$ cat src/hdl/sbe_pkg.sv
// Shared constants, types and control structures of the stack bytecode executor.
package sbe_pkg;

    localparam int STACK_DEPTH = 64;
    localparam int VARIABLES   = 32;
    localparam int PC_BITS     = 16;
    localparam int WORD_W      = 32;
    localparam int BYTE_W      = 8;
    localparam int VAR_BASE    = 97;
    localparam int DEPTH_W     = $clog2(STACK_DEPTH + 1);
    localparam int SP_W        = $clog2(STACK_DEPTH);
    localparam int VIDX_W      = $clog2(VARIABLES);
    localparam int DUMP_COUNT  = (VARIABLES < 32) ? VARIABLES : 32;

    typedef enum logic [3:0] {
        OP_FETCH = 4'd0,
        OP_STORE = 4'd1,
        OP_PUSH  = 4'd2,
        OP_POP   = 4'd3,
        OP_ADD   = 4'd4,
        OP_SUB   = 4'd5,
        OP_LESS  = 4'd6,
        OP_JZ    = 4'd7,
        OP_JNZ   = 4'd8,
        OP_JMP   = 4'd9,
        OP_HALT  = 4'd10
    } t_opcode;

    typedef enum logic [1:0] {
        ALU_ADD,
        ALU_SUB,
        ALU_LESS
    } t_alu_op;

    typedef enum logic [2:0] {
        ST_IDLE,
        ST_READ,
        ST_EXEC,
        ST_RESP,
        ST_DUMP_RD,
        ST_DUMP_OUT
    } t_state;

    typedef struct packed {
        logic              rd_en;
        logic [VIDX_W-1:0] rd_idx;
        logic              wr_en;
        logic [VIDX_W-1:0] wr_idx;
        logic [BYTE_W-1:0] wr_data;
        logic              clear;
    } t_var_ctrl;

endpackage

$ cat src/hdl/stack_bytecode_executor_unit.sv
// Top level of the stack bytecode executor: sequencer, operand stack and result register.
//
//  Channel   Direction  Signals                      Contents
//  s_axis    in         tvalid/tready/tdata/tuser    one instruction per transaction
//  m_axis    out        tvalid/tready/tdata/tuser    step report or one dump entry
//                       tlast                        final result of an instruction
//
// An ordinary instruction occupies the block from the accepting edge until tready rises
// again (read, execute, result), and the result is held until m_axis tready takes it.
// The separate read state comes from the single registered read port of the operand
// stack: the top entry and the second entry are read one after the other.
// A halt passes through read and execute, then a dump read and a dump output per dumped
// variable (32 entries), each entry read from the variable store and held until taken.
// Reset is synchronous, active low; it empties the stack and zeroes every variable
// through valid bits, so no clearing pass is needed and tready is high right after.
module stack_bytecode_executor_unit import sbe_pkg::*; (
    input  logic        i_clk,
    input  logic        i_rst_n,
    // Instruction input.
    input  logic        i_s_axis_tvalid,
    output logic        o_s_axis_tready,
    input  logic [47:0] i_s_axis_tdata,   // [31:0] argument, [47:32] current_pc
    input  logic [3:0]  i_s_axis_tuser,   // [3:0] opcode
    // Result output.
    output logic        o_m_axis_tvalid,
    input  logic        i_m_axis_tready,
    output logic [31:0] o_m_axis_tdata,   // [15:0] next_pc, [20:16] variable_index,
                                          // [28:21] variable_value, [31:29] zero
    output logic [2:0]  o_m_axis_tuser,   // [0] result_kind, [1] halted, [2] error
    output logic        o_m_axis_tlast    // last
);

    // Sequencer state and the latched instruction.
    t_state               r_state;
    t_state               n_state;
    t_opcode              r_op;
    logic [WORD_W-1:0]    r_arg;
    logic [PC_BITS-1:0]   r_pc;

    // Architectural state kept in registers.
    logic [DEPTH_W-1:0]   r_depth;
    logic [DEPTH_W-1:0]   n_depth;
    logic                 r_err;
    logic                 n_err;
    logic [VIDX_W-1:0]    r_dump_idx;
    logic [WORD_W-1:0]    r_b;

    // Operand stack memory with one write port and one registered read port.
    logic [WORD_W-1:0]    r_stack [STACK_DEPTH];
    logic [WORD_W-1:0]    r_stack_rdata;
    logic                 stk_rd_en;
    logic [SP_W-1:0]      stk_rd_addr;
    logic                 stk_wr_en;
    logic [SP_W-1:0]      stk_wr_addr;
    logic [WORD_W-1:0]    stk_wr_data;

    // Result register.
    logic                 r_out_kind;
    logic [PC_BITS-1:0]   r_out_npc;
    logic                 r_out_halted;
    logic [VIDX_W-1:0]    r_out_vidx;
    logic [BYTE_W-1:0]    r_out_vval;
    logic                 r_out_err;
    logic                 r_out_last;

    // Datapath control and intermediate values.
    t_var_ctrl            var_ctrl;
    logic [BYTE_W-1:0]    var_rd;
    t_alu_op              alu_op;
    logic [WORD_W-1:0]    alu_y;
    logic                 in_accept;
    logic                 out_accept;
    logic [WORD_W-1:0]    in_vidx;
    logic [WORD_W-1:0]    vidx;
    logic                 vidx_ok;
    logic                 stk_empty;
    logic                 stk_full;
    logic                 stk_two;
    logic [WORD_W-1:0]    popped;
    logic [PC_BITS-1:0]   pc_inc1;
    logic [PC_BITS-1:0]   pc_inc2;
    logic [PC_BITS-1:0]   step_npc;
    logic                 load_step;
    logic                 load_dump;
    logic                 dump_last;
    logic                 dump_next;
    logic                 dump_start;

    assign in_accept  = i_s_axis_tvalid && o_s_axis_tready;
    assign out_accept = o_m_axis_tvalid && i_m_axis_tready;

    // Variable codes are offset by the character code of 'a'.
    assign in_vidx = i_s_axis_tdata[WORD_W-1:0] - WORD_W'(VAR_BASE);
    assign vidx    = r_arg - WORD_W'(VAR_BASE);
    assign vidx_ok = (vidx < WORD_W'(VARIABLES));

    assign stk_empty = (r_depth == '0);
    assign stk_full  = (r_depth == DEPTH_W'(STACK_DEPTH));
    assign stk_two   = (r_depth >= DEPTH_W'(2));
    // An underflowing pop reads zero.
    assign popped    = stk_empty ? '0 : r_b;
    assign pc_inc1   = r_pc + PC_BITS'(1);
    assign pc_inc2   = r_pc + PC_BITS'(2);
    assign dump_last = (r_dump_idx == VIDX_W'(DUMP_COUNT - 1));

    always_comb begin
        unique case (r_op)
            OP_ADD:  alu_op = ALU_ADD;
            OP_SUB:  alu_op = ALU_SUB;
            default: alu_op = ALU_LESS;
        endcase
    end

    sbe_alu u_alu (
        .i_op (alu_op),
        .i_a  (r_stack_rdata),
        .i_b  (r_b),
        .o_y  (alu_y)
    );

    sbe_var_store u_var_store (
        .i_clk     (i_clk),
        .i_rst_n   (i_rst_n),
        .i_ctrl    (var_ctrl),
        .o_rd_data (var_rd)
    );

    // Next-state logic of the sequencer.
    always_comb begin
        n_state = r_state;
        unique case (r_state)
            ST_IDLE:     if (in_accept) n_state = ST_READ;
            ST_READ:     n_state = ST_EXEC;
            ST_EXEC:     n_state = (r_op == OP_HALT) ? ST_DUMP_RD : ST_RESP;
            ST_RESP:     if (out_accept) n_state = ST_IDLE;
            ST_DUMP_RD:  n_state = ST_DUMP_OUT;
            ST_DUMP_OUT: if (out_accept) n_state = dump_last ? ST_IDLE : ST_DUMP_RD;
            default:     n_state = ST_IDLE;
        endcase
    end

    // Datapath control for each sequencer state. The top entry is read on the
    // accepting edge, the second entry in the read state, and the execute state
    // writes at most one stack entry and one variable.
    always_comb begin
        stk_rd_en   = 1'b0;
        stk_rd_addr = '0;
        stk_wr_en   = 1'b0;
        stk_wr_addr = '0;
        stk_wr_data = '0;
        var_ctrl    = '0;
        n_depth     = r_depth;
        n_err       = r_err;
        step_npc    = pc_inc1;
        load_step   = 1'b0;
        load_dump   = 1'b0;
        dump_next   = 1'b0;
        dump_start  = 1'b0;

        unique case (r_state)
            ST_IDLE: begin
                stk_rd_en       = in_accept;
                stk_rd_addr     = SP_W'(r_depth - DEPTH_W'(1));
                var_ctrl.rd_en  = in_accept;
                var_ctrl.rd_idx = in_vidx[VIDX_W-1:0];
            end
            ST_READ: begin
                stk_rd_en   = 1'b1;
                stk_rd_addr = SP_W'(r_depth - DEPTH_W'(2));
            end
            ST_EXEC: begin
                load_step = (r_op != OP_HALT);
                unique case (r_op)
                    OP_FETCH: begin
                        step_npc = pc_inc2;
                        if (!vidx_ok || stk_full) begin
                            n_err = 1'b1;
                        end else begin
                            stk_wr_en   = 1'b1;
                            stk_wr_addr = r_depth[SP_W-1:0];
                            stk_wr_data = {{(WORD_W-BYTE_W){var_rd[BYTE_W-1]}}, var_rd};
                            n_depth     = r_depth + DEPTH_W'(1);
                        end
                    end
                    OP_STORE: begin
                        step_npc = pc_inc2;
                        if (stk_empty) begin
                            n_err = 1'b1;
                        end else begin
                            n_depth = r_depth - DEPTH_W'(1);
                        end
                        // An out-of-range store still pops and discards the value.
                        if (!vidx_ok) begin
                            n_err = 1'b1;
                        end else begin
                            var_ctrl.wr_en   = 1'b1;
                            var_ctrl.wr_idx  = vidx[VIDX_W-1:0];
                            var_ctrl.wr_data = popped[BYTE_W-1:0];
                        end
                    end
                    OP_PUSH: begin
                        step_npc = pc_inc2;
                        if (stk_full) begin
                            n_err = 1'b1;
                        end else begin
                            stk_wr_en   = 1'b1;
                            stk_wr_addr = r_depth[SP_W-1:0];
                            stk_wr_data = r_arg;
                            n_depth     = r_depth + DEPTH_W'(1);
                        end
                    end
                    OP_POP: begin
                        if (stk_empty) begin
                            n_err = 1'b1;
                        end else begin
                            n_depth = r_depth - DEPTH_W'(1);
                        end
                    end
                    OP_ADD, OP_SUB, OP_LESS: begin
                        if (!stk_two) begin
                            n_err = 1'b1;
                        end else begin
                            stk_wr_en   = 1'b1;
                            stk_wr_addr = SP_W'(r_depth - DEPTH_W'(2));
                            stk_wr_data = alu_y;
                            n_depth     = r_depth - DEPTH_W'(1);
                        end
                    end
                    OP_JZ, OP_JNZ: begin
                        if (stk_empty) begin
                            n_err = 1'b1;
                        end else begin
                            n_depth = r_depth - DEPTH_W'(1);
                        end
                        if ((r_op == OP_JZ) == (popped == '0)) begin
                            step_npc = r_arg[PC_BITS-1:0];
                        end else begin
                            step_npc = pc_inc2;
                        end
                    end
                    OP_JMP: begin
                        step_npc = r_arg[PC_BITS-1:0];
                    end
                    OP_HALT: begin
                        dump_start      = 1'b1;
                        var_ctrl.rd_en  = 1'b1;
                        var_ctrl.rd_idx = '0;
                    end
                    default: begin
                        step_npc = pc_inc1;
                    end
                endcase
            end
            ST_RESP: begin
            end
            ST_DUMP_RD: begin
                load_dump = 1'b1;
            end
            ST_DUMP_OUT: begin
                if (out_accept) begin
                    if (dump_last) begin
                        // The dump is complete: empty the stack and zero every variable.
                        var_ctrl.clear = 1'b1;
                        n_depth        = '0;
                    end else begin
                        dump_next       = 1'b1;
                        var_ctrl.rd_en  = 1'b1;
                        var_ctrl.rd_idx = r_dump_idx + VIDX_W'(1);
                    end
                end
            end
            default: begin
            end
        endcase
    end

    // Control registers.
    always_ff @(posedge i_clk) begin
        if (!i_rst_n) begin
            r_state    <= ST_IDLE;
            r_depth    <= '0;
            r_err      <= 1'b0;
            r_dump_idx <= '0;
        end else begin
            r_state <= n_state;
            r_depth <= n_depth;
            r_err   <= n_err;
            if (dump_start) begin
                r_dump_idx <= '0;
            end else if (dump_next) begin
                r_dump_idx <= r_dump_idx + VIDX_W'(1);
            end
        end
    end

    // Instruction latch and the top-of-stack copy taken in the read state.
    always_ff @(posedge i_clk) begin
        if (in_accept) begin
            r_op  <= t_opcode'(i_s_axis_tuser);
            r_arg <= i_s_axis_tdata[WORD_W-1:0];
            r_pc  <= i_s_axis_tdata[WORD_W+PC_BITS-1:WORD_W];
        end
        if (r_state == ST_READ) begin
            r_b <= r_stack_rdata;
        end
    end

    // Operand stack memory.
    always_ff @(posedge i_clk) begin
        if (stk_wr_en) begin
            r_stack[stk_wr_addr] <= stk_wr_data;
        end
        if (stk_rd_en) begin
            r_stack_rdata <= r_stack[stk_rd_addr];
        end
    end

    // Result register: a step report after execute, one dump entry per read.
    always_ff @(posedge i_clk) begin
        if (load_step) begin
            r_out_kind   <= 1'b0;
            r_out_npc    <= step_npc;
            r_out_halted <= 1'b0;
            r_out_vidx   <= '0;
            r_out_vval   <= '0;
            r_out_err    <= n_err;
            r_out_last   <= 1'b1;
        end else if (load_dump) begin
            r_out_kind   <= 1'b1;
            r_out_npc    <= r_pc;
            r_out_halted <= 1'b1;
            r_out_vidx   <= r_dump_idx;
            r_out_vval   <= var_rd;
            r_out_err    <= r_err;
            r_out_last   <= dump_last;
        end
    end

    assign o_s_axis_tready = (r_state == ST_IDLE);
    assign o_m_axis_tvalid = (r_state == ST_RESP) || (r_state == ST_DUMP_OUT);
    assign o_m_axis_tdata  = {3'b000, r_out_vval, r_out_vidx, r_out_npc};
    assign o_m_axis_tuser  = {r_out_err, r_out_halted, r_out_kind};
    assign o_m_axis_tlast  = r_out_last;

`ifndef SYNTHESIS
    a_depth_bound: assert property (@(posedge i_clk) disable iff (!i_rst_n)
        r_depth <= DEPTH_W'(STACK_DEPTH))
        else $error("operand stack depth beyond its capacity");

    a_no_overlap: assert property (@(posedge i_clk) disable iff (!i_rst_n)
        !(o_s_axis_tready && o_m_axis_tvalid))
        else $error("new instruction accepted while a result is pending");

    a_step_single: assert property (@(posedge i_clk) disable iff (!i_rst_n)
        (o_m_axis_tvalid && !o_m_axis_tuser[0]) |-> (o_m_axis_tlast && !o_m_axis_tuser[1]))
        else $error("step report not marked as the only result");

    a_halt_clears: assert property (@(posedge i_clk) disable iff (!i_rst_n)
        (out_accept && o_m_axis_tuser[0] && o_m_axis_tlast) |=>
        (r_depth == '0 && o_s_axis_tready))
        else $error("stack not emptied after the variable dump");

    a_err_sticky: assert property (@(posedge i_clk) disable iff (!i_rst_n)
        r_err |=> r_err)
        else $error("error flag dropped without reset");
`endif

endmodule

$ cat src/hdl/sbe_alu.sv
// Shared arithmetic and compare unit for the binary stack instructions.
module sbe_alu import sbe_pkg::*; (
    input  t_alu_op           i_op,
    input  logic [WORD_W-1:0] i_a,
    input  logic [WORD_W-1:0] i_b,
    output logic [WORD_W-1:0] o_y
);

    always_comb begin
        unique case (i_op)
            ALU_ADD:  o_y = i_a + i_b;
            ALU_SUB:  o_y = i_a - i_b;
            ALU_LESS: o_y = {{(WORD_W-1){1'b0}}, ($signed(i_a) < $signed(i_b))};
            default:  o_y = '0;
        endcase
    end

endmodule

$ cat src/hdl/sbe_var_store.sv
// Byte-wide variable store with per-entry valid bits and a registered read port.
module sbe_var_store import sbe_pkg::*; (
    input  logic              i_clk,
    input  logic              i_rst_n,
    input  t_var_ctrl         i_ctrl,
    output logic [BYTE_W-1:0] o_rd_data
);

    logic [BYTE_W-1:0]    r_mem [VARIABLES];
    logic [VARIABLES-1:0] r_valid;
    logic [BYTE_W-1:0]    r_rd_data;

    // An entry that was never written since reset or the last clear reads as zero.
    always_ff @(posedge i_clk) begin
        if (!i_rst_n) begin
            r_valid <= '0;
        end else if (i_ctrl.clear) begin
            r_valid <= '0;
        end else if (i_ctrl.wr_en) begin
            r_valid[i_ctrl.wr_idx] <= 1'b1;
        end
    end

    always_ff @(posedge i_clk) begin
        if (i_ctrl.wr_en) begin
            r_mem[i_ctrl.wr_idx] <= i_ctrl.wr_data;
        end
    end

    always_ff @(posedge i_clk) begin
        if (i_ctrl.rd_en) begin
            r_rd_data <= r_valid[i_ctrl.rd_idx] ? r_mem[i_ctrl.rd_idx] : '0;
        end
    end

    assign o_rd_data = r_rd_data;

endmodule
$ cat config.mk
export PLATFORM = sky130hd
export DESIGN_NAME = stack_bytecode_executor_unit
export DESIGN_NICKNAME = d
export VERILOG_FILES = /design/src/hdl/sbe_pkg.sv /design/src/hdl/stack_bytecode_executor_unit.sv /design/src/hdl/sbe_alu.sv /design/src/hdl/sbe_var_store.sv
export SDC_FILE = /design/constraint.sdc
export NUM_CORES = 2
export LEC_CHECK = 0
export BUFFER_PORTS_ARGS = -buffer_cell sky130_fd_sc_hd__buf_2
export CAP_MARGIN = 20
export CORE_MARGIN = 4
export CORE_UTILIZATION = 60
export DETAILED_ROUTE_END_ITERATION = 16
export PLACE_DENSITY = 0.76
export SLEW_MARGIN = 5
export SYNTH_ARGS = -nofsm -noshare
export SYNTH_HDL_FRONTEND = slang
export SYNTH_SLANG_ARGS = --single-unit
$ cat constraint.sdc
create_clock -name i_clk -period 10.4 [get_ports i_clk]
set_clock_uncertainty 0.2 [all_clocks]
set_input_delay 0 -clock i_clk [delete_from_list [all_inputs] [get_ports i_clk]]
set_output_delay 0 -clock i_clk [all_outputs]
set_load 0.02 [all_outputs]
# Word-level counts from Yosys, hierarchy flattened

Memories as Yosys holds them, arrays and structs flattened. A register that Yosys moved wholly into a read port is not among the register bits.
Cells that the tools add are included.

Bits in writable memories: 2304
Input port bits: 56
Memories: 2
Logic and storage cells: 161
Bits in registers: 164

Eq/ne operators: 30
Add/sub/neg operators: 10
Bitwise logic cells: 2
Muxes and demuxes: 73
Reduce and logical (&&, ||, !) cells: 23
Magnitude comparators: 6

Memories:

| name              | words | width | read ports | clocked after memory_dff | wr ports | line                               | text |
|---|---|---|---|---|---|---|---|
| r_stack           | 64    | 32    | 1          | 1                        | 1        | stack_bytecode_executor_unit.sv:49 | `logic [WORD_W-1:0] r_stack [STACK_DEPTH];` |
| u_var_store.r_mem | 32    | 8     | 1          | 1                        | 1        | sbe_var_store.sv:9                 | `logic [BYTE_W-1:0] r_mem [VARIABLES];` |

Operators with widths:

| operator                                                                      | number |
|---|---|
| 32-bit case mux with 3 select lines                                           | 2 |
| 32-bit two-way mux                                                            | 5 |
| 16-bit two-way mux                                                            | 4 |
| 16-bit case mux with 3 select lines                                           | 1 |
| 14-bit two-way mux                                                            | 3 |
| 6-bit two-way mux                                                             | 7 |
| 7-bit two-way mux                                                             | 6 |
| 6-bit case mux with 3 select lines                                            | 2 |
| 32-bit adder                                                                  | 1 |
| 32-bit logical NOT                                                            | 1 |
| 32-bit less-than comparator                                                   | 1 |
| 32-bit by 6-bit less-than comparator with 1-bit output, second input constant | 1 |
| 32-bit OR                                                                     | 1 |
| 32-bit subtractor                                                             | 1 |
| 32-bit by 7-bit subtractor with 32-bit output, second input constant          | 1 |
| 1-bit two-way mux                                                             | 28 |
| 7-bit case mux with 4 select lines                                            | 1 |
| 3-bit case mux with 6 select lines                                            | 1 |
| 16-bit by 1-bit adder with 16-bit output, second input constant               | 1 |
| 16-bit by 2-bit adder with 16-bit output, second input constant               | 1 |
| 4-bit by 3-bit equality test with 1-bit output, second input constant         | 4 |
| 3-bit two-way mux                                                             | 5 |
| 7-bit case mux with 2 select lines                                            | 1 |
| 4-bit equality test, second input constant                                    | 3 |
| 44 further kinds                                                              | 62 |

# Depth between registers and ports, before layout

Depth in word-level cells: 10
Mapped depth: 15
Depth with buffers taken out: 13

# Hierarchy

Synthesis repeated with hierarchy kept, for this count alone.

Cell total of the unflattened synthesis: 8153
Area total of the unflattened synthesis: 104750.5 um^2

By module, submodules not included:

| module                       | instances | cells an instance | seq. area each (um^2) | area each (um^2) |
|---|---|---|---|---|
| stack_bytecode_executor_unit | 1         | 6981              | 66113.4               | 89514.6 |
| sbe_var_store                | 1         | 617               | 8568.2                | 11626.2 |
| sbe_alu                      | 1         | 555               | 0.0                   | 3609.7 |

# Least setup slack after synthesis

OpenSTA, ideal clock, no wires.

Path kind: flip-flop to flip-flop
Start point: reg r_b[1]
End point: mem r_stack[0][25] (data pin)
Cell stages (with the launch flop): 11
Path slack: 3.107 ns
Buffers on the path: 0
Period minus slack after synthesis: 7.293 ns
Setup time: 0.906 ns
Arrival time: 6.187 ns
Cell sequence: edfxtp_1 inv_1 ha_1 nor2b_1 o31a_1 o41a_1 o2111a_1 o31ai_1 a21oi_1 a211o_1 o41ai_1

Cells in the longest elaborated chain, start to end: 5
Elaborated cells on any way between the ends: 6

Ends and longest elaborated chain:

| element                                                  | line                                | text |
|---|---|---|
| start: declaration                                       | stack_bytecode_executor_unit.sv:46  | `logic [WORD_W-1:0] r_b;` |
| start signal: assignment                                 | stack_bytecode_executor_unit.sv:304 | `r_b <= r_stack_rdata;` |
| 32-bit subtractor / 32-bit adder (equally long branches) | sbe_alu.sv:12, sbe_alu.sv:11        |  |
| 32-bit case mux with 3 select lines (*)                  | sbe_alu.sv:10                       | `unique case (i_op)` |
| 32-bit two-way mux (*)                                   | stack_bytecode_executor_unit.sv:220 | `if (!stk_two) begin` |
| 32-bit case mux with 3 select lines (*)                  | stack_bytecode_executor_unit.sv:173 | `unique case (r_op)` |
| 32-bit two-way mux (*)                                   | stack_bytecode_executor_unit.sv:160 | `unique case (r_state)` |
| via stk_wr_data[25]                                      | stack_bytecode_executor_unit.sv:55  | `logic [WORD_W-1:0] stk_wr_data;` |
| end: declaration                                         | stack_bytecode_executor_unit.sv:49  |  |

Mark *: on every way through the listed nets, which the timed path passes. The rest lies on a longest branch.

# Worst setup path in the final report

Start point: reg r_arg[0]
End point: mem r_stack[26][18] (enable)

Cells in the longest elaborated chain, start to end: 9
Elaborated cells on any way between the ends: 12

Ends and longest elaborated chain:

| element                                                    | line                                | text |
|---|---|---|
| start: declaration                                         | stack_bytecode_executor_unit.sv:37  | `logic [WORD_W-1:0] r_arg;` |
| start signal: assignment                                   | stack_bytecode_executor_unit.sv:300 | `r_arg <= i_s_axis_tdata[WORD_W-1:0];` |
| 32-bit by 7-bit subtractor with 32-bit output (*)          | stack_bytecode_executor_unit.sv:94  | `assign vidx = r_arg - WORD_W'(VAR_BASE);` |
| 32-bit by 6-bit less-than comparator with 1-bit output (*) | stack_bytecode_executor_unit.sv:95  | `assign vidx_ok = (vidx < WORD_W'(VARIABLES));` |
| 1-bit logical NOT (*)                                      | -                                   |  |
| 1-bit logical OR (*)                                       | stack_bytecode_executor_unit.sv:176 | `if (!vidx_ok \|\| stk_full) begin` |
| 1-bit two-way mux                                          | stack_bytecode_executor_unit.sv:176 |  |
| 1-bit case mux with 3 select lines                         | stack_bytecode_executor_unit.sv:173 |  |
| 1-bit two-way mux                                          | stack_bytecode_executor_unit.sv:160 |  |
| 1-bit two-way mux                                          | stack_bytecode_executor_unit.sv:310 | `if (stk_wr_en) begin` |
| 1-bit two-way mux (not written as such)                    | stack_bytecode_executor_unit.sv:311 | `r_stack[stk_wr_addr] <= stk_wr_data;` |

Mark *: on every way between the ends. The rest lies on a longest branch, timed or not.

==> flow_summary_export.csv <==
group,metric,value,unit
run_status,status,"completed",
placed_design,port_buffers,90,
sta,period_share,65.0,%
clock_tree,htreeDepth,4,
logic_synthesis,yosysTopAreaCell,"edfxtp_1",
sta,fin_ws,3.64,ns
critical_path,cp_slowest_cell,"nor2_4",
critical_path,slowest_delay,1.18,ns
logic_synthesis,synthTopCellsByArea,"edfxtp_1 (70%), nand2_1 (8.7%), a311oi_1 (3.5%)",
power,p_int,0.0178,W
clock_tree,cts.repair.resized,0,
sta,relSlewSlack,20.1,%
critical_path,worstPathRequired,10.67,ns
clock_tree,clock_sinks,2508,
power,p_sw_share,31.6,%
power,ir_drop,0.183,mV
placed_design,dpl.hpwl,165,mm
clock_tree,clkLatencyLatePin,0.87,ns
detailed_routing,drt_iter0_drc,10400,
logic_synthesis,ys_seq_area_share,71.1,%
hold_path,whs_endpoint,"r_pc[2]",
floorplan,start_util,60.4,%
logic_synthesis,synthArstFlopShare,0,%
power,comb_power_share,22.7,%
floorplan,coreArea,174000,sq um
detailed_routing,drc_errors,0,
critical_path,cp.arrival,7.03,ns
layout,syn_to_final_growth,12.4,%
critical_path,path_class,"reg2reg",
global_routing,overflow,0,
logic_synthesis,synth_warnings,0,
power,sequentialPowerShare,43.7,%
critical_path,setup.worst_path.start_class,"register",
critical_path,critical_path.max_fanout,32,
clock_tree,cts_made_buffers,232,
critical_path,r2r-end,"r_stack[26][18]",
layout,final_common_cell,"edfxtp_1",
detailed_routing,dr.pass1.iters,6,
critical_path,path_cells,"inv_1 -> ha_1 -> or4b_2 -> a2111oi_0 -> xnor2_1 -> nand4_1 -> or4b_1 -> nor4_4 -> buf_4 -> o31a_1 -> nand3_1 -> nor2_4",
sta,final_hold_viol_count,0,
sta,fmax,0.148,GHz
sta,finalSetupViolations,0,
placed_design,place.gp.congestion,0.943,
power,powerDensity,221,nW/um^2
layout,nets,8582,
logic_synthesis,synth_top_flop_cell,"edfxtp_1",
sta,slew_violations,0,
sta,worst_slew_pin_slew,1.20,ns
critical_path,reg2reg_slack,3.64,ns
clock_tree,ctsRootBufferMaster,"clkbuf_16",
logic_synthesis,ys_ff_latch,2508,
floorplan,die_h,426,microns
global_routing,antenna_found_initial,7,
clock_tree,cts_tree,"built",
critical_path,r2r_cells,12,
floorplan,die_w,426,microns
sta,fin_crit,6.76,ns
sta,setup-tns-final,0,ns
power,leakage,41.1,nW
layout,drive_gt1_share,8.92,%
layout,layout_common_cells,"edfxtp_1 (2445), nand2_1 (2430), nand3_1 (624)",
detailed_routing,ant_nets,0,
placed_design,pre_cts_ws,3.75,ns
logic_synthesis,syn_avg_cell_area,12.5,sq um
logic_synthesis,netlist_area,105000,sq um
floorplan,std_cell_rows,153,
detailed_routing,vias,71500,
clock_tree,cts_buffer_depth,3,
critical_path,r2r_start,"r_arg[0]",
hold_path,min_path_type,"in2reg",
sta,rsz0062_at_grt,"false",
detailed_routing,routed_wl,289,mm
hold_path,hold_start,"i_s_axis_tdata[34]",
floorplan,dieArea,182000,sq um
logic_synthesis,synthCells,8434,
floorplan,boundaryPins,94,
detailed_routing,detail_route.wl_per_cell,26.3,microns
global_routing,grt_max_degree,203,
logic_synthesis,netlist.area_leader.share,69.9,%
hold_path,holdPathStages,3,
detailed_routing,avgViaCountPerCell,6.51,
global_routing,grt_pass1_vias,68300,
job,cap_violations,0,
logic_synthesis,synth_cell_type_count,92,
clock_tree,path_clk_slew,0.06,ns
power,p_sw,0.00824,W
critical_path,worstSetupEndpointType,"register",
logic_synthesis,synth-edff-count,2445,
global_routing,grt_usage,31.2,%
global_routing,grt_pass1_wl,426,mm
power,clkPwrFrac,33.6,%
cells by family (layout without fill, tap and decap cells):
family / after synthesis / in the layout / share of synthesized area, %
AND/OR/NAND/NOR: 3790 / 3790 / 15.6
AO/OA/AOI/OAI: 1270 / 1270 / 8.78
flip-flops: 2508 / 2508 / 71.1
adder cells (fa/ha/maj): 78 / 78 / 0.944
multiplexers: 54 / 54 / 0.612
other: 1 / 5 / 0.00357
XOR/XNOR: 60 / 60 / 0.500
buffers and inverters: 673 / 889 / 2.45
cells in the mapped netlist, drive strengths merged, types with 10 or more instances:
master / n
nor2b: 17
nand3: 627
or2: 11
a21oi: 260
mux2i: 44
a21o: 11
nand4: 19
nand3b: 10
nand2b: 20
ha: 76
clkbuf: 547
a311oi: 423
or3: 10
and2: 25
edfxtp: 2445
dfxtp: 63
o311ai: 11
o22ai: 14
a211oi: 110
o211ai: 23
a211o: 13
nor3: 45
xor2: 18
nand2: 2433
nor2: 216
nor4: 24
and3: 301
a31oi: 155
inv: 80
o21a: 40
buf: 44
o31ai: 19
a22oi: 17
a221oi: 17
o21ai: 70
xnor2: 42
worst max-delay path by stage:
stage,startpoint,end,slack (ns),cells past startpoint
floorplan,r_b[1],r_stack[0][25],3.11,10
global placement,r_arg[0],r_stack[54][25],3.89,12
detailed placement,r_arg[0],r_stack[54][25],3.75,12
CTS,r_arg[0],r_stack[63][3],3.70,11
global route,r_arg[0],r_stack[25][13],3.39,12
finish,r_arg[0],r_stack[26][18],3.64,12
layout make-up:
class	instances	area, sq um
multi-input combinational	5255	28800
sequential	2508	74700
tap	2325	2910
antenna	2	5.00
timing repair buffer	369	3440
inverter	82	308
fill	11700	55900
clock inverter	166	1760
clock buffer	272	6160
stage by stage:
| step | hold slack [ns] | total power, W | instance area, sq um | instances | util, % |
|---|---|---|---|---|---|
| 2_1_floorplan | -0.101 | 0.0151 | 105000 | 8436 | - |
| 3_3_place_gp | -0.0241 | 0.0172 | 108000 | 10400 | 62.3 |
| 3_5_place_dp | -0.0213 | 0.0172 | 109000 | 10400 | 62.4 |
| 4_1_cts | 0.117 | 0.0259 | 118000 | 11000 | 67.6 |
| 5_1_grt | 0.175 | 0.0269 | 118000 | 11000 | 67.9 |
| 6_report | 0.187 | 0.0260 | 118000 | 11000 | 67.9 |
power by group through the flow:
stage,logic [W],registers (W),clock network (W)
after global routing,0.00624,0.0114,0.00926
after detailed placement,0.00566,0.0116,0
after CTS,0.00574,0.0114,0.00881
final,0.00591,0.0114,0.00876
after global placement,0.00560,0.0116,0
after floorplan,0.00366,0.0114,0
state kept, by name, summed over array words and instances (netlist names), 7 cells and up:
signal / flops
r_arg: 32
r_b: 32
r_depth: 7
r_out_npc: 16
r_out_vval: 8
r_pc: 16
r_stack: 2048
r_stack_rdata: 32
u_var_store.o_rd_data: 8
u_var_store.r_mem: 256
u_var_store.r_valid: 32
worst max-delay path, delay by kind of cell (launching register included):
kind | cells | cell delay (ns)
XOR/XNOR | 1 | 0.24
flip-flops | 1 | 0.66
adder cells (fa/ha/maj) | 1 | 0.31
buffers and inverters | 2 | 0.63
AND/OR/NAND/NOR | 6 | 3.44
AO/OA/AOI/OAI | 2 | 0.84
per-layer routing:
layer,up-vias,GRT usage (%),wire length [microns]
met1,34900,41.1,104000
met2,4403,49.2,137000
li1,31400,-,-
met5,-,0,0
met4,0,18.8,19900
met3,803,5.19,28300
timing repair:
item	4_1_cts	5_1_grt
endpoints found under the hold margin	160	0
endpoints found under the setup margin	0	0
buffers inserted	0	0
hold buffers	111	0
No activity file was read; power rests on OpenSTA's default activity.
